## src/sv/sata_dma_read_command_builder_assert.svh

```systemverilog
// assertion macros for the sata dma read command builder
// expects clk and rst_n in the scope where a macro is used
`ifndef SATA_DMA_READ_COMMAND_BUILDER_ASSERT_SVH
`define SATA_DMA_READ_COMMAND_BUILDER_ASSERT_SVH
`ifndef SYNTHESIS
`define SDRCB_ASSERT_SAME(label, cond, prop) \
    label: assert property (@(posedge clk) disable iff (!rst_n) (cond) |-> (prop)) \
        else $error("sdrcb same-cycle assertion failed");
`define SDRCB_ASSERT_NEXT(label, cond, prop) \
    label: assert property (@(posedge clk) disable iff (!rst_n) (cond) |=> (prop)) \
        else $error("sdrcb next-cycle assertion failed");
`else
`define SDRCB_ASSERT_SAME(label, cond, prop)
`define SDRCB_ASSERT_NEXT(label, cond, prop)
`endif
`endif

```

## src/sv/sdrcb_pkg.sv

```systemverilog
// shared constants, status codes and the command type of the read command builder
// no dependencies
package sdrcb_pkg;

    localparam int SLOTS         = 32;
    localparam int SLOT_W        = 5;
    localparam int SLOT_COUNT_W  = 6;
    localparam logic [SLOT_COUNT_W-1:0] SLOT_COUNT_RESET = 6'd32;

    localparam int LBA_W         = 48;
    localparam int COUNT_W       = 17;
    localparam int ADDR_W        = 32;
    localparam int BYTES_W       = 22;
    localparam int FIS_COUNT_W   = 16;
    localparam int IDX_W         = 3;
    localparam int TLEN_W        = 4;
    localparam int STATUS_W      = 2;

    localparam int COUNT_LIMIT   = 65536;
    localparam int BLOCK_SHIFT   = 9;                          // 512-byte blocks
    localparam int ENTRY_SHIFT   = 22;                         // 4 MiB entries
    localparam int TAIL_W        = ENTRY_SHIFT - BLOCK_SHIFT;  // blocks within one entry

    localparam int QUEUE_DEPTH   = 2;
    localparam int QPTR_W        = $clog2(QUEUE_DEPTH);

    localparam logic [STATUS_W-1:0] ST_OK     = 2'd0;
    localparam logic [STATUS_W-1:0] ST_ZERO   = 2'd1;
    localparam logic [STATUS_W-1:0] ST_LARGE  = 2'd2;
    localparam logic [STATUS_W-1:0] ST_NOSLOT = 2'd3;

    typedef struct packed {
        logic [STATUS_W-1:0]    status;
        logic [SLOT_W-1:0]      slot;
        logic [IDX_W-1:0]       entries_m1;
        logic [TAIL_W-1:0]      tail_blocks_m1;
        logic [ADDR_W-1:0]      buffer_address;
        logic [LBA_W-1:0]       lba;
        logic [FIS_COUNT_W-1:0] fis_count;
    } cmd_t;

endpackage

```

## src/sv/sdrcb_front.sv

```systemverilog
// front end: slot count register, request checks and lowest free slot search
// depends on sdrcb_pkg
module sdrcb_front (
    input  logic                              clk,
    input  logic                              rst_n,
    input  logic                              cfg_write_enable,
    input  logic [sdrcb_pkg::SLOT_COUNT_W-1:0] cfg_write_data,
    input  logic                              in_valid,
    output logic                              in_ready,
    input  logic [sdrcb_pkg::LBA_W-1:0]       start_lba,
    input  logic [sdrcb_pkg::COUNT_W-1:0]     block_count,
    input  logic [sdrcb_pkg::ADDR_W-1:0]      buffer_address,
    input  logic [sdrcb_pkg::SLOTS-1:0]       active_slots,
    input  logic [sdrcb_pkg::SLOTS-1:0]       issued_slots,
    input  logic                              queue_full,
    output logic                              push,
    output sdrcb_pkg::cmd_t                   cmd
);
    import sdrcb_pkg::*;

    logic [SLOT_COUNT_W-1:0] slot_count_reg;
    logic [SLOT_COUNT_W-1:0] slot_count_next;
    logic [SLOTS-1:0]        slot_mask;
    logic [SLOTS-1:0]        free_slots;
    logic [SLOTS-1:0]        lowest_free;
    logic [SLOT_W-1:0]       slot_sel;
    logic                    slot_found;
    logic [COUNT_W-1:0]      count_m1;
    logic                    too_large;

    assign slot_count_next = cfg_write_enable ? cfg_write_data : slot_count_reg;

    always_ff @(posedge clk or negedge rst_n)
    begin
        if (!rst_n)
        begin
            slot_count_reg <= SLOT_COUNT_RESET;
        end
        else
        begin
            slot_count_reg <= slot_count_next;
        end
    end

    // slots beyond the configured count are never free
    always_comb
    begin
        for (int i = 0; i < SLOTS; i++)
        begin
            slot_mask[i] = (SLOT_COUNT_W'(i) < slot_count_reg);
        end
    end

    assign free_slots  = ~(active_slots | issued_slots) & slot_mask;
    assign lowest_free = free_slots & (~free_slots + 1'b1);
    assign slot_found  = |free_slots;

    always_comb
    begin
        slot_sel = '0;
        for (int i = 0; i < SLOTS; i++)
        begin
            slot_sel = slot_sel | (lowest_free[i] ? SLOT_W'(i) : '0);
        end
    end

    assign count_m1  = block_count - COUNT_W'(1);
    assign too_large = block_count > COUNT_W'(COUNT_LIMIT);

    always_comb
    begin
        cmd = '0;
        if (block_count == '0)
        begin
            cmd.status = ST_ZERO;
        end
        else if (too_large)
        begin
            cmd.status = ST_LARGE;
        end
        else if (!slot_found)
        begin
            cmd.status = ST_NOSLOT;
        end
        else
        begin
            cmd.status         = ST_OK;
            cmd.slot           = slot_sel;
            cmd.entries_m1     = count_m1[TAIL_W +: IDX_W];
            cmd.tail_blocks_m1 = count_m1[TAIL_W-1:0];
            cmd.buffer_address = buffer_address;
            cmd.lba            = start_lba;
            cmd.fis_count      = block_count[FIS_COUNT_W-1:0];
        end
    end

    assign in_ready = !queue_full;
    assign push     = in_valid && in_ready;

endmodule

```

## src/sv/sdrcb_fifo.sv

```systemverilog
// short command queue between the front and back ends
// depends on sdrcb_pkg
module sdrcb_fifo (
    input  logic            clk,
    input  logic            rst_n,
    input  logic            push,
    input  sdrcb_pkg::cmd_t push_cmd,
    input  logic            pop,
    output sdrcb_pkg::cmd_t head_cmd,
    output logic            full,
    output logic            empty
);
    import sdrcb_pkg::*;

    cmd_t              mem_reg [QUEUE_DEPTH];
    logic [QPTR_W-1:0] wr_ptr_reg;
    logic [QPTR_W-1:0] wr_ptr_next;
    logic [QPTR_W-1:0] rd_ptr_reg;
    logic [QPTR_W-1:0] rd_ptr_next;
    logic [QPTR_W:0]   fill_reg;
    logic [QPTR_W:0]   fill_next;

    assign full     = fill_reg == (QPTR_W+1)'(QUEUE_DEPTH);
    assign empty    = fill_reg == '0;
    assign head_cmd = mem_reg[rd_ptr_reg];

    always_comb
    begin
        wr_ptr_next = wr_ptr_reg;
        rd_ptr_next = rd_ptr_reg;
        fill_next   = fill_reg;
        if (push)
        begin
            wr_ptr_next = (wr_ptr_reg == QPTR_W'(QUEUE_DEPTH-1)) ? '0 : wr_ptr_reg + 1'b1;
        end
        if (pop)
        begin
            rd_ptr_next = (rd_ptr_reg == QPTR_W'(QUEUE_DEPTH-1)) ? '0 : rd_ptr_reg + 1'b1;
        end
        if (push && !pop)
        begin
            fill_next = fill_reg + 1'b1;
        end
        else if (pop && !push)
        begin
            fill_next = fill_reg - 1'b1;
        end
    end

    always_ff @(posedge clk or negedge rst_n)
    begin
        if (!rst_n)
        begin
            wr_ptr_reg <= '0;
            rd_ptr_reg <= '0;
            fill_reg   <= '0;
        end
        else
        begin
            wr_ptr_reg <= wr_ptr_next;
            rd_ptr_reg <= rd_ptr_next;
            fill_reg   <= fill_next;
        end
    end

    always_ff @(posedge clk)
    begin
        if (push)
        begin
            mem_reg[wr_ptr_reg] <= push_cmd;
        end
    end

endmodule

```

## src/sv/sdrcb_back.sv

```systemverilog
// back end: walks the descriptor entries of the head command into an output register
// depends on sdrcb_pkg
module sdrcb_back (
    input  logic                                clk,
    input  logic                                rst_n,
    input  sdrcb_pkg::cmd_t                     head_cmd,
    input  logic                                empty,
    output logic                                pop,
    output logic                                out_valid,
    input  logic                                out_ready,
    output logic [sdrcb_pkg::STATUS_W-1:0]      status,
    output logic [sdrcb_pkg::SLOT_W-1:0]        slot,
    output logic [sdrcb_pkg::TLEN_W-1:0]        table_length,
    output logic [sdrcb_pkg::IDX_W-1:0]         entry_index,
    output logic [sdrcb_pkg::ADDR_W-1:0]        entry_address,
    output logic [sdrcb_pkg::BYTES_W-1:0]       entry_bytes_minus_one,
    output logic [sdrcb_pkg::LBA_W-1:0]         fis_lba,
    output logic [sdrcb_pkg::FIS_COUNT_W-1:0]   fis_count,
    output logic                                last
);
    import sdrcb_pkg::*;

    logic                   load;
    logic                   is_err;
    logic                   is_last;
    logic [IDX_W-1:0]       idx_reg;
    logic [IDX_W-1:0]       idx_next;
    logic                   valid_reg;
    logic                   valid_next;
    logic [STATUS_W-1:0]    status_reg,  status_next;
    logic [SLOT_W-1:0]      slot_reg,    slot_next;
    logic [TLEN_W-1:0]      tlen_reg,    tlen_next;
    logic [IDX_W-1:0]       eidx_reg,    eidx_next;
    logic [ADDR_W-1:0]      addr_reg,    addr_next;
    logic [BYTES_W-1:0]     bytes_reg,   bytes_next;
    logic [LBA_W-1:0]       lba_reg,     lba_next;
    logic [FIS_COUNT_W-1:0] fcount_reg,  fcount_next;
    logic                   last_reg,    last_next;

    assign load    = !empty && (!valid_reg || out_ready);
    assign is_err  = head_cmd.status != ST_OK;
    assign is_last = is_err || (idx_reg == head_cmd.entries_m1);
    assign pop     = load && is_last;

    assign idx_next   = load ? (is_last ? '0 : idx_reg + 1'b1) : idx_reg;
    assign valid_next = load ? 1'b1 : (out_ready ? 1'b0 : valid_reg);

    always_comb
    begin
        status_next = head_cmd.status;
        slot_next   = '0;
        tlen_next   = '0;
        eidx_next   = '0;
        addr_next   = '0;
        bytes_next  = '0;
        lba_next    = '0;
        fcount_next = '0;
        last_next   = is_last;
        if (!is_err)
        begin
            slot_next   = head_cmd.slot;
            tlen_next   = TLEN_W'(head_cmd.entries_m1) + TLEN_W'(1);
            eidx_next   = idx_reg;
            // every earlier entry is full, so the offset is index times 4 MiB
            addr_next   = head_cmd.buffer_address + (ADDR_W'(idx_reg) << ENTRY_SHIFT);
            bytes_next  = is_last ? {head_cmd.tail_blocks_m1, {BLOCK_SHIFT{1'b1}}} : '1;
            lba_next    = head_cmd.lba;
            fcount_next = head_cmd.fis_count;
        end
    end

    always_ff @(posedge clk or negedge rst_n)
    begin
        if (!rst_n)
        begin
            idx_reg   <= '0;
            valid_reg <= 1'b0;
        end
        else
        begin
            idx_reg   <= idx_next;
            valid_reg <= valid_next;
        end
    end

    always_ff @(posedge clk)
    begin
        if (load)
        begin
            status_reg <= status_next;
            slot_reg   <= slot_next;
            tlen_reg   <= tlen_next;
            eidx_reg   <= eidx_next;
            addr_reg   <= addr_next;
            bytes_reg  <= bytes_next;
            lba_reg    <= lba_next;
            fcount_reg <= fcount_next;
            last_reg   <= last_next;
        end
    end

    assign out_valid             = valid_reg;
    assign status                = status_reg;
    assign slot                  = slot_reg;
    assign table_length          = tlen_reg;
    assign entry_index           = eidx_reg;
    assign entry_address         = addr_reg;
    assign entry_bytes_minus_one = bytes_reg;
    assign fis_lba               = lba_reg;
    assign fis_count             = fcount_reg;
    assign last                  = last_reg;

endmodule

```

## src/sv/sata_dma_read_command_builder.sv

```systemverilog
// path: with the queue empty, an accepted request item is written into the command queue, and
// its first result item is then registered in the output register of the back end
// throughput: one result per cycle while out_ready is high; a request yields table_length
// entries (1 to 8) in the entry walker of the back end, or a single item for an error; the
// front takes an item per cycle while the two-deep command queue has room
// reset: asynchronous active low, empties the queue, drops out_valid, slot_count to 32
`include "sata_dma_read_command_builder_assert.svh"
module sata_dma_read_command_builder (
    input  logic                                clk,
    input  logic                                rst_n,
    input  logic                                cfg_write_enable,
    input  logic [sdrcb_pkg::SLOT_COUNT_W-1:0]  cfg_write_data,
    input  logic                                in_valid,
    output logic                                in_ready,
    input  logic [sdrcb_pkg::LBA_W-1:0]         start_lba,
    input  logic [sdrcb_pkg::COUNT_W-1:0]       block_count,
    input  logic [sdrcb_pkg::ADDR_W-1:0]        buffer_address,
    input  logic [sdrcb_pkg::SLOTS-1:0]         active_slots,
    input  logic [sdrcb_pkg::SLOTS-1:0]         issued_slots,
    output logic                                out_valid,
    input  logic                                out_ready,
    output logic [sdrcb_pkg::STATUS_W-1:0]      status,
    output logic [sdrcb_pkg::SLOT_W-1:0]        slot,
    output logic [sdrcb_pkg::TLEN_W-1:0]        table_length,
    output logic [sdrcb_pkg::IDX_W-1:0]         entry_index,
    output logic [sdrcb_pkg::ADDR_W-1:0]        entry_address,
    output logic [sdrcb_pkg::BYTES_W-1:0]       entry_bytes_minus_one,
    output logic [sdrcb_pkg::LBA_W-1:0]         fis_lba,
    output logic [sdrcb_pkg::FIS_COUNT_W-1:0]   fis_count,
    output logic                                last
);
    import sdrcb_pkg::*;

    // classified command from the front end
    cmd_t front_cmd;
    // command at the head of the queue, consumed entry by entry
    cmd_t head_cmd;
    logic push;
    logic pop;
    logic queue_full;
    logic queue_empty;

    // helpers for the checks below
    logic              out_take;
    logic [TLEN_W-1:0] entry_number;
    logic [IDX_W-1:0]  next_index;

    // front: checks count, finds the lowest free slot, holds slot_count
    sdrcb_front u_front (
        .clk              (clk),
        .rst_n            (rst_n),
        .cfg_write_enable (cfg_write_enable),
        .cfg_write_data   (cfg_write_data),
        .in_valid         (in_valid),
        .in_ready         (in_ready),
        .start_lba        (start_lba),
        .block_count      (block_count),
        .buffer_address   (buffer_address),
        .active_slots     (active_slots),
        .issued_slots     (issued_slots),
        .queue_full       (queue_full),
        .push             (push),
        .cmd              (front_cmd)
    );

    // queue decouples request intake from entry generation
    sdrcb_fifo u_fifo (
        .clk      (clk),
        .rst_n    (rst_n),
        .push     (push),
        .push_cmd (front_cmd),
        .pop      (pop),
        .head_cmd (head_cmd),
        .full     (queue_full),
        .empty    (queue_empty)
    );

    // back: one descriptor entry per cycle into the output register, unless out_ready stalls it
    sdrcb_back u_back (
        .clk                   (clk),
        .rst_n                 (rst_n),
        .head_cmd              (head_cmd),
        .empty                 (queue_empty),
        .pop                   (pop),
        .out_valid             (out_valid),
        .out_ready             (out_ready),
        .status                (status),
        .slot                  (slot),
        .table_length          (table_length),
        .entry_index           (entry_index),
        .entry_address         (entry_address),
        .entry_bytes_minus_one (entry_bytes_minus_one),
        .fis_lba               (fis_lba),
        .fis_count             (fis_count),
        .last                  (last)
    );

    assign out_take     = out_valid && out_ready;
    assign entry_number = TLEN_W'(entry_index) + TLEN_W'(1);
    assign next_index   = entry_index + 1'b1;

    // an error is a single zeroed item
    `SDRCB_ASSERT_SAME(a_err_single, out_valid && status != ST_OK, last && table_length == '0)
    // last marks exactly the final entry of a good command
    `SDRCB_ASSERT_SAME(a_ok_last, out_valid && status == ST_OK, last == (entry_number == table_length))
    // a taken non-final entry is followed at once by the next entry
    `SDRCB_ASSERT_NEXT(a_ok_next, out_take && !last, out_valid && entry_index == $past(next_index))
    // and that entry belongs to the same command slot
    `SDRCB_ASSERT_NEXT(a_ok_same_slot, out_take && !last, slot == $past(slot))
    // the queue never pops while empty
    `SDRCB_ASSERT_SAME(a_no_underflow, pop, !queue_empty)

endmodule
```

## config.mk

```make
export PLATFORM = sky130hd
export DESIGN_NAME = sata_dma_read_command_builder
export DESIGN_NICKNAME = d
export VERILOG_FILES = /design/src/sv/sdrcb_pkg.sv /design/src/sv/sdrcb_front.sv /design/src/sv/sdrcb_fifo.sv /design/src/sv/sdrcb_back.sv /design/src/sv/sata_dma_read_command_builder.sv
export VERILOG_INCLUDE_DIRS = /design/src /design/src/sv
export SDC_FILE = /design/constraint.sdc
export NUM_CORES = 1
export LEC_CHECK = 0
export BUFFER_PORTS_ARGS = -buffer_cell sky130_fd_sc_hd__buf_2
export CAP_MARGIN = 20
export CORE_MARGIN = 1.5
export CORE_UTILIZATION = 42
export CTS_BUF_LIST = sky130_fd_sc_hd__clkbuf_4
export CTS_CLUSTER_DIAMETER = 200
export DETAILED_ROUTE_END_ITERATION = 8
export GPL_TIMING_DRIVEN = 0
export PLACE_DENSITY = 0.66
export SKIP_LAST_GASP = 1
export SYNTH_ARGS = -nofsm -noshare
export SYNTH_HDL_FRONTEND = slang
export SYNTH_SLANG_ARGS = --single-unit
```

## constraint.sdc

```tcl
create_clock -name clk -period 8.5 [get_ports clk]
set_input_delay 1.275 -clock clk [delete_from_list [all_inputs] [get_ports clk]]
set_output_delay 1.275 -clock clk [all_outputs]
set_load 0.05 [all_outputs]
```

==> impl_metrics.yaml, run 1 <==
floorplan:
  die_h_microns: 197.6
  ioPinCount: 307
  core_sq_mm: 0.03749
  initial_core_util_pct: 42.43
  die_w_microns: 197.6
  rows: 71
  die-area_sq_mm: 0.03905
critical_path:
  r2r_end: "u_back.entry_address[31]"
  setup.worst_path.start: "u_fifo.rd_ptr_reg"
  end_kind: "register"
  critPathRequiredTime_ns: 8.97
  reg2reg_depth: 13
  r2r_slack_ns: 4.58
  path_class: "register to register"
  cp_max_fo: 10
  endpoint: "u_back.entry_address[31]"
  r2r_start: "u_fifo.rd_ptr_reg"
  critPathLaunchType: "register"
  cp.arrival_ns: 4.39
sta:
  finClkSkew_ns: 0.08925
  period_share_pct: 46.17
  setup_violations: 0
  finalCriticalPeriod_ns: 3.925
  fmax_mhz: 254.8
  tns_ns: 0
  rsz0062_at_grt: "false"
  slew_violations: 0
  fin_ws_ns: 4.575
  hold_violations: 0
  slew_headroom_pct: 29.58
  worstMarginPinSlew_ns: 1.056
global_routing:
  grt_max_degree: 56
  grt_antenna_before_repair: 5
  grt_pass1_vias: 10810
  grt_pass1_wl_mm: 58.08
  grt_overflow: 0
  grt_use_total_pct: 19.84
yosys:
  async_flop_share_pct: 3.714
  synth_top_flop_cell: "edfxtp_1"
  ys_seq_area_share_pct: 70.74
  syn_avg_cell_area_sq_um: 14.46
  synth_edf_count: 363
  syn_inst: 1100
  synth_seq_cells: 377
  synth_nets: 1280
  yosysWarnings: 0
  syn_area_sq_mm: 0.01591
  ys_types: 67
power_and_ir_drop:
  power_w: 0.007113
  powerDensity_mw_per_mm2: 363.4
  vdd_drop_max_mv: 0.1742
  p_leak_nw: 8.071
finish:
  largest_register_ffs: 238
  layout_commonest_cell: "edfxtp_1"
  final_cell_mix: "363 x edfxtp_1, 316 x buf_2, 166 x nor2_1, 149 x clkbuf_4, 114 x mux2i_1"
  fin_nets: 1696
  stdcell_count: 2104
  nFillCells: 3271
  layout-drive-gt1-share_pct: 33.75
  syn2layout_area_growth_pct: 23.04
  finalInstanceArea_sq_mm: 0.01957
clocking:
  path_clk_slew_ns: 0.06
  ctsHoldBuffers: 0
  cts_tree: "yes"
  cts_sinks: 377
  cts_setup_buffers: 0
  clockBufferDepth: 3
  h-tree-depth: 3
  cts-root-buf: "clkbuf_4"
  cts_buffers: 98
  ctsResizeCount: 0
  clk_latency_ns: 0.76
place:
  dp_hpwl_mm: 27.68
  port_buffers: 305
  dp_slack_ns: 4.381
  post-place-cells: 1927
  gp_congestion: 0.8866
  dpl-instance-area_sq_mm: 0.01833
routing:
  routed_wl_mm: 38.89
  drt_iter0_markers: 551
  ant_nets: 0
  dr.pass1.iters: 5
  drc: 0
  vias: 10640
  wire_per_inst_microns: 18.48
  viasPerCell: 5.058
job:
  max-cap-violations: 0
hold_path:
  hold_path_class: "primary input to asynchronous set/reset pin"
run_status:
  status: "finished clean"
-- power by group --
group / total (W) / internal [W] / switching [W] / leakage (nW)
combinational: 0.00268 / 0.000705 / 0.00198 / 3.64
sequential: 0.00292 / 0.00276 / 0.000164 / 3.69
clock: 0.00151 / 0.000799 / 0.000710 / 0.748
-- through the flow --
stage                     util (%)  hold WS [ns]
after floorplan                  -        0.4608
after global placement       48.22        0.4743
after detailed placement     48.90        0.5014
after CTS                    52.19        0.3275
after global routing         52.20        0.3676
final                        52.21        0.4160
-- cells in the mapped netlist, types with 3 or more instances --
library cell | n | area (sq um)
mux2_2 | 10 | 112.6
buf_2 | 11 | 55.05
o21bai_1 | 3 | 22.52
a21o_1 | 3 | 22.52
dfrtp_1 | 13 | 325.3
nor3_1 | 14 | 70.07
nand2b_1 | 3 | 18.77
a211oi_1 | 4 | 30.03
o31ai_1 | 5 | 37.54
a21oi_1 | 38 | 190.2
ha_1 | 7 | 87.58
inv_1 | 15 | 56.30
xor2_1 | 12 | 105.1
or4_1 | 4 | 30.03
nor3b_1 | 4 | 30.03
buf_4 | 10 | 75.07
buf_1 | 3 | 11.26
nor4_1 | 6 | 37.54
xnor2_1 | 19 | 166.4
o22ai_1 | 5 | 31.28
and2_1 | 6 | 37.54
or2_2 | 7 | 43.79
nor2_1 | 167 | 626.9
a31oi_1 | 5 | 31.28
edfxtp_1 | 363 | 10900
mux2i_1 | 114 | 1141
o21ai_0 | 25 | 125.1
clkbuf_1 | 38 | 142.6
nand2_1 | 20 | 75.07
nand3_1 | 7 | 35.03
and3_1 | 98 | 613.1
nor2b_1 | 3 | 18.77
or3_1 | 5 | 31.28
buf_6 | 9 | 101.4
or3_4 | 4 | 45.04
-- layer usage --
metal  routed length, microns  up-vias  share of wire, %  GRT usage [%]
met3                     2638       75               6.8          4.644
met1                    15810     5115                41          24.01
met4                      779        8               2.0          7.209
met5                       57        -              0.15              0
met2                    19600      402                50          34.53
li1                         -     5043                 -              -
-- critical path, cell delays in order (launching register included) --
cell and delay (ns):
dfrtp_1 0.32, clkbuf_1 0.32, buf_1 0.46, clkbuf_1 0.70, mux2i_1 0.38, inv_1 0.09, ha_1 0.29, a21o_1 0.11
a21oi_1 0.10, nor2_1 0.19, nand3_1 0.16, or3_1 0.37, xnor2_1 0.16, nor2_1 0.06
-- logic make-up (layout without fill, tap and decap cells) --
kind of cell,count (synthesis),after routing,synth area share (%)
compound gates,116,116,4.673
other cells,0,2,0
mux,124,124,7.882
buf+inv,86,577,2.777
flops,377,377,70.74
simple gates,356,356,11.38
xor+xnor,32,32,1.809
fa+ha+maj,9,9,0.7394
-- worst min path at each step --
| stage | endpoint | slack [ns] | cells past startpoint |
|---|---|---|---|
| final | u_fifo.wr_ptr_reg | 0.42 | 1 |
| after CTS | u_fifo.fill_reg[0] | 0.33 | 1 |
| after detailed placement | u_fifo.fill_reg[1] | 0.50 | 1 |
| after floorplan | u_fifo.wr_ptr_reg | 0.46 | 1 |
| after global routing | u_fifo.wr_ptr_reg | 0.37 | 1 |
| after global placement | u_fifo.wr_ptr_reg | 0.47 | 1 |
-- layout make-up --
cell class / instances / area, sq um / area share [%]
flip-flops and latches: 377 / 11250 / 57.49
multi-input cells: 637 / 4237 / 21.65
repair buffers: 316 / 1762 / 9.001
clock buffers: 149 / 1119 / 5.715
well taps: 511 / 639.4 / 3.267
plain buffers: 71 / 385.4 / 1.969
clock inverters: 26 / 116.4 / 0.5946
inverters: 15 / 56.30 / 0.2877
diodes: 2 / 5.005 / 0.02557
No activity file was read; power rests on OpenSTA's default activity.
==> inputs of run 2 (changes only) <==
--- a/config.mk
+++ b/config.mk
@@ -6,6 +6,7 @@
 export SDC_FILE = /design/constraint.sdc
 export NUM_CORES = 1
 export LEC_CHECK = 0
+export ABC_AREA = 1
 export BUFFER_PORTS_ARGS = -buffer_cell sky130_fd_sc_hd__buf_2
 export CAP_MARGIN = 20
 export CORE_MARGIN = 1.5
==> constraint.sdc (replaced) <==
create_clock -name clk -period 3.34 [get_ports clk]
set_input_delay 0.501 -clock clk [delete_from_list [all_inputs] [get_ports clk]]
set_output_delay 0.501 -clock clk [all_outputs]
set_load 0.05 [all_outputs]
==> run 2 against run 1 <==
Net effect:
- utilization up 0.52 points
- non-clock buffer count down 1
- clock power up 140%
- combinational power rose to 2.8 times the previous value
- register-to-register slack worse by 4.4 ns
- clock skew down 0.056 ns
- highest routed layer unchanged
- clock-buffer cell count down 5
==> impl_metrics.yaml, run 2 <==
run_status:
  status: "finished clean"
sta:
  finClkSkew_ns: 0.03326
  slew_headroom_pct: 50.34
  period_share_pct: 95.85
  fmax_mhz: 312.4
  worstMarginPinSlew_ns: 0.7431
  slew_violations: 0
  finalCriticalPeriod_ns: 3.201
  rsz0062_at_grt: "true"
  setup_violations: 0
  tns_ns: 0
  whs_ns: 0.1185
  hold_violations: 0
place:
  post-place-cells: 2292
  dp_hpwl_mm: 28.56
  gp_congestion: 0.9092
  dpl-instance-area_sq_mm: 0.01862
  port_buffers: 306
yosys:
  yosysWarnings: 0
  ys_seq_area_share_pct: 69.76
  synth_common_cells: "363 x edfxtp_1, 337 x nand2_1, 220 x nor2_1"
  yosysMostFrequentCell: "edfxtp_1"
  syn_avg_cell_area_sq_um: 11.03
  netlist.area_leader.share_pct: 67.58
  synth_top_flop_cell: "edfxtp_1"
  synth_edf_count: 363
  ys_top_cells_by_area: "edfxtp_1 68%, nand2_1 7.8%, nor2_1 5.1%, inv_1 3.8%, a21oi_1 3.5%"
  syn_area_sq_mm: 0.01613
  ys_types: 38
  yosys.area.top_type: "edfxtp_1"
  synth_nets: 1642
  syn_inst: 1462
  async_flop_share_pct: 3.714
  synth_seq_cells: 377
floorplan:
  initial_core_util_pct: 42.72
  ioPinCount: 307
  die_w_microns: 199.0
  die-area_sq_mm: 0.03959
  core_sq_mm: 0.03776
  rows: 71
  die_h_microns: 199.0
routing:
  drc: 0
  routed_wl_mm: 39.28
  viasPerCell: 4.754
  drt_iter0_markers: 738
  vias: 11730
  dr.pass1.iters: 7
  wire_per_inst_microns: 15.92
  ant_nets: 0
power_and_ir_drop:
  powerDensity_mw_per_mm2: 951.3
  p_leak_nw: 8.721
  vdd_drop_max_mv: 0.5031
clocking:
  cts_sinks: 377
  clk_latency_ns: 0.70
  h-tree-depth: 3
  path_clk_slew_ns: 0.07
  clockBufferDepth: 3
  cts-root-buf: "clkbuf_4"
  cts_tree: "yes"
  cts_buffers: 95
  cts_setup_buffers: 0
critical_path:
  end_kind: "register"
  r2r_start: "u_fifo.rd_ptr_reg"
  path_cells: "buf_4 > buf_6 > buf_4 > o21ai_2 > inv_1 > ha_1 > nand3_1 > and2_0 > or2_2 > nor2_1 > nand2_1 > nor2_1 > inv_1 > nor2_1 > xor2_1 > nor2_1"
  critPathLaunchType: "register"
  reg2reg_depth: 16
  max_stage_delay_ns: 0.44
  crit_slowest_cell: "dfrtp_1"
  cp.arrival_ns: 3.65
  path_class: "register to register"
  cpMostUsedCell: "nor2_1"
  r2r_slack_ns: 0.14
  cp_max_fo: 10
  r2r_end: "u_back.entry_address[31]"
  critPathRequiredTime_ns: 3.79
hold_path:
  hold_end: "u_fifo.mem_reg[0][96]"
  hp-start: "block_count[0]"
  hold_path_class: "primary input to register"
  min_delay_path_depth: 2
job:
  max-cap-violations: 0
global_routing:
  grt_use_total_pct: 19.87
  grt_overflow: 0
  grt_antenna_before_repair: 9
  grt_max_degree: 32
  grt_pass1_wl_mm: 59.93
  grt_pass1_vias: 11550
finish:
  nFillCells: 3358
  layout_commonest_cell: "edfxtp_1"
  stdcell_count: 2468
  finalInstanceArea_sq_mm: 0.01991
  regArea_sq_mm: 0.01125
  largest_register_ffs: 238
  syn2layout_area_growth_pct: 23.42
  final_cell_mix: "363 x edfxtp_1, 337 x nand2_1, 311 x buf_2, 215 x nor2_1, 160 x inv_1"
  layout-drive-gt1-share_pct: 27.27
  multi_input_area_sq_mm: 0.003958
  final_util_pct: 52.73
  fin_nets: 2065
[run 2: cell types whose count changed after synthesis, moves of 53 or more]
cell / delta
a21oi_1: +74
mux2i_1: -96
inv_1: +148
nand2_1: +317
nor2_1: +53
and3_1: -97
[run 2: where the power goes]
part / total, W / switching (W) / internal [W]
Sequential: 0.00763 / 0.000442 / 0.00718
Clock: 0.00369 / 0.00174 / 0.00195
Combinational: 0.00762 / 0.00592 / 0.00170
Total: 0.0189 / 0.00810 / 0.0108
[run 2: cells by family (layout without fill, tap and decap cells)]
kind of cell / Yosys count / count (layout) / share of synthesized area (%)
and+or+nand+nor: 658 / 658 / 16.56
muxes: 19 / 19 / 1.187
AOI/OAI and AO/OA: 152 / 152 / 4.801
xor gates and xnor gates: 18 / 18 / 0.9773
other: 0 / 6 / 0
adders and majority gates: 8 / 8 / 0.6671
DFF: 377 / 377 / 69.76
buffers and inverters: 230 / 719 / 6.050
[run 2: how the worst max path moves through the flow]
stage / endpoint / depth (start not counted) / startpoint / slack (ns)
detailed placement: u_back.entry_address[31] / 16 / u_fifo.rd_ptr_reg / -0.83
CTS: u_back.entry_address[31] / 16 / u_fifo.rd_ptr_reg / -0.12
global route: u_back.entry_address[31] / 16 / u_fifo.rd_ptr_reg / -0.1
finish: u_back.entry_address[31] / 16 / u_fifo.rd_ptr_reg / 0.14
global placement: u_fifo.mem_reg[1][56] / 3 / in_valid / -2.92
floorplan: u_fifo.mem_reg[1][0] / 4 / u_fifo.fill_reg[0] / -1.23
[run 2: repair_timing]
item | in CTS | in global routing
gates resized for setup | 8 | 10
endpoints found under the setup margin | 10 | 62
hold buffers | 9 | 0
endpoints found under the hold margin | 21 | 0
[run 2: cell type report]
type,count,share of cell area [%]
flip-flops and latches,377,56.53
multi-input cells,855,19.88
repair buffers,328,9.490
clock buffers,144,5.430
inverters,170,3.224
well taps,511,3.212
plain buffers,58,1.766
clock inverters,19,0.3960
diodes,6,0.07542
[run 2: worst max-delay path: cells and delay by family (launching register included)]
family	cells	cell delay [ns]
adder cells (fa/ha/maj)	1	0.28
XOR/XNOR	1	0.18
AO/OA/AOI/OAI	1	0.21
AND/OR/NAND/NOR	8	1.09
buffers and inverters	5	0.72
flip-flops	1	0.44
[run 2: routing by layer]
| layer | track usage, % | routed length (microns) | vias to the layer above | share of wire, % |
|---|---|---|---|---|
| met1 | 24.41 | 16110 | 5480 | 41 |
| met4 | 6.846 | 843 | 6 | 2.1 |
| met2 | 34.06 | 19440 | 409 | 49 |
| met5 | 0 | 26 | - | 0.066 |
| met3 | 4.968 | 2855 | 64 | 7.3 |
| li1 | - | - | 5773 | - |
[run 2: per-stage QoR]
stage	power (W)	setup slack (ns)
6_report	0.01894	0.1386
5_1_grt	0.02000	-0.09695
4_1_cts	0.01914	-0.1189
3_5_place_dp	0.01538	-0.8330
3_3_place_gp	0.01521	-2.919
2_1_floorplan	0.01313	-1.233
==> inputs of run 3 (changes only) <==
--- a/config.mk
+++ b/config.mk
@@ -16,6 +16,7 @@
 export DETAILED_ROUTE_END_ITERATION = 8
 export GPL_TIMING_DRIVEN = 0
 export PLACE_DENSITY = 0.66
+export REMOVE_ABC_BUFFERS = 1
 export SKIP_LAST_GASP = 1
 export SYNTH_ARGS = -nofsm -noshare
 export SYNTH_HDL_FRONTEND = slang
==> run 3 against run 2 <==
Net effect:
- via count increased by 0.36%
- utilization increased by 0.093 points
- design area increased by 0.18%
- sequential power about the same
- combinational power increased by 1%
- flip-flop and latch count unchanged
- highest routed layer is now met4
==> impl_metrics.yaml, run 3 (same netlist as run 2, synthesis figures left out) <==
run_status:
  status: "finished clean"
critical_path:
  r2r_start: "u_front.slot_count_reg[4]"
  reg2reg_depth: 13
  critPathRequiredTime_ns: 3.81
  r2r_slack_ns: 0.21
  cp_max_fo: 54
  end_kind: "register"
  endpoint: "u_fifo.mem_reg[0][22]"
  r2r_end: "u_fifo.mem_reg[0][22]"
  setup.worst_path.start: "u_front.slot_count_reg[4]"
  path_class: "register to register"
  cp.arrival_ns: 3.60
  critPathLaunchType: "register"
finish:
  finalInstanceArea_sq_mm: 0.01994
  fin_nets: 2033
  largest_register_ffs: 238
  nFillCells: 3346
  syn2layout_area_growth_pct: 23.63
  layout_commonest_cell: "edfxtp_1"
  final_cell_mix: "363 x edfxtp_1, 336 x nand2_1, 306 x buf_2, 216 x nor2_1, 162 x inv_1"
  layout-drive-gt1-share_pct: 27.00
global_routing:
  grt_antenna_before_repair: 3
  grt_use_total_pct: 19.88
  grt_max_degree: 106
  grt_pass1_wl_mm: 60.31
  grt_overflow: 0
  grt_pass1_vias: 11900
sta:
  fmax_mhz: 319.8
  worstMarginPinSlew_ns: 1.007
  rsz0062_at_grt: "false"
  finClkSkew_ns: 0.02246
  slew_headroom_pct: 32.61
  hold_violations: 0
  setup_violations: 0
  period_share_pct: 93.62
  slew_violations: 0
  whs_ns: 0.09695
  finalCriticalPeriod_ns: 3.127
floorplan:
  core_sq_mm: 0.03776
  initial_core_util_pct: 42.72
  die_h_microns: 199.0
  ioPinCount: 307
  rows: 71
  die_w_microns: 199.0
  die-area_sq_mm: 0.03959
routing:
  routed_wl_mm: 39.98
  vias: 11770
  ant_nets: 0
  dr.pass1.iters: 5
  drc: 0
  viasPerCell: 4.855
  wire_per_inst_microns: 16.49
  drt_iter0_markers: 557
clocking:
  path_clk_slew_ns: 0.06
  h-tree-depth: 3
  cts_tree: "yes"
  cts_sinks: 377
  clockBufferDepth: 3
  clk_latency_ns: 0.74
  cts_buffers: 97
  cts-root-buf: "clkbuf_4"
place:
  gp_congestion: 0.8695
  dp_hpwl_mm: 24.85
  dpl-instance-area_sq_mm: 0.01841
  port_buffers: 306
power_and_ir_drop:
  powerDensity_mw_per_mm2: 961.6
  vdd_drop_max_mv: 0.5853
  p_leak_nw: 8.714
job:
  max-cap-violations: 0
hold_path:
  hold_path_class: "primary input to register"
-- run 3: cell types whose count changed in the layout (fill, tap and decap cells not counted), moves of 3 or more --
cell | before | now
clkbuf_4 | 146 | 143
diode_2 | 6 | 3
buf_16 | 1 | 7
clkinv_1 | 15 | 9
clkbuf_1 | 30 | 0
buf_6 | 11 | 0
buf_2 | 311 | 306
buf_4 | 10 | 4
dlygate4sd3_1 | 9 | 19
-- run 3: worst min path at each step --
stage,from,end,slack (ns),depth (start not counted)
floorplan,rst_n,u_back.idx_reg[0],0.21,0
global placement,rst_n,u_fifo.fill_reg[0],0.42,1
CTS,buffer_address[28],u_fifo.mem_reg[1][92],0.01,3
finish,buffer_address[28],u_fifo.mem_reg[0][92],0.1,3
global route,start_lba[32],u_fifo.mem_reg[1][48],0.03,3
detailed placement,rst_n,u_fifo.fill_reg[1],0.42,1
-- run 3: power breakdown --
| group | switching [W] | leakage [nW] | internal (W) |
|---|---|---|---|
| logic | 0.00596 | 4.30 | 0.00174 |
| clock network | 0.00176 | 0.711 | 0.00208 |
| registers | 0.000445 | 3.70 | 0.00719 |
-- run 3: per-layer routing --
layer	vias to the layer above	routed length (microns)	track usage (%)
met5	-	0	0
met4	0	746	7.576
met3	56	2928	4.425
met2	448	20500	35.33
met1	5548	15800	23.41
li1	5722	-	-
-- run 3: metrics by stage --
step	setup slack, ns	std cells	util (%)	setup TNS [ns]	power, W
CTS	0.01634	2418	52.66	0	0.01937
global route	0.002797	2423	52.81	0	0.02019
global placement	-9.782	2219	47.58	-4116.42	0.01180
detailed placement	-0.6114	2236	48.75	-72.86	0.01530
finish	0.2130	2425	52.82	0	0.01918
floorplan	-5.158	1402	-	-1737.44	0.01196
-- run 3: worst max-delay path, cell delays in order (launching register included) --
cell     delay (ns)
dfrtp_1        0.50
nor2_4         0.32
nand2_1        0.16
nand2_1        0.10
nand2_1        0.13
inv_2          0.07
nand2_1        0.06
nor2_2         0.18
nand2_1        0.13
nor2_4         0.17
a31oi_2        0.30
nand2_8        0.29
buf_16         0.26
nor2_1         0.11
-- run 3: timing repair --
action / CTS / global route
endpoints found under the setup margin: 228 / 110
resized for setup: 3 / 4
gates cloned: 0 / 3
setup buffers: 6 / 1
pin swaps: 0 / 3
hold buffers: 19 / 0
hold endpoints to repair: 23 / 0
-- run 3: cell type report --
class                      instances  area [sq um]  share of cell area, %
sequential                       377         11260                  56.44
multi-input combinational        858          4006                  20.09
antenna                            3         7.507                0.03764
clock buffer                     143          1074                  5.383
tap                              511         639.4                  3.206
timing repair buffer             349          2205                  11.05
inverter                         170         645.6                  3.237
clock inverter                    14         110.1                 0.5521
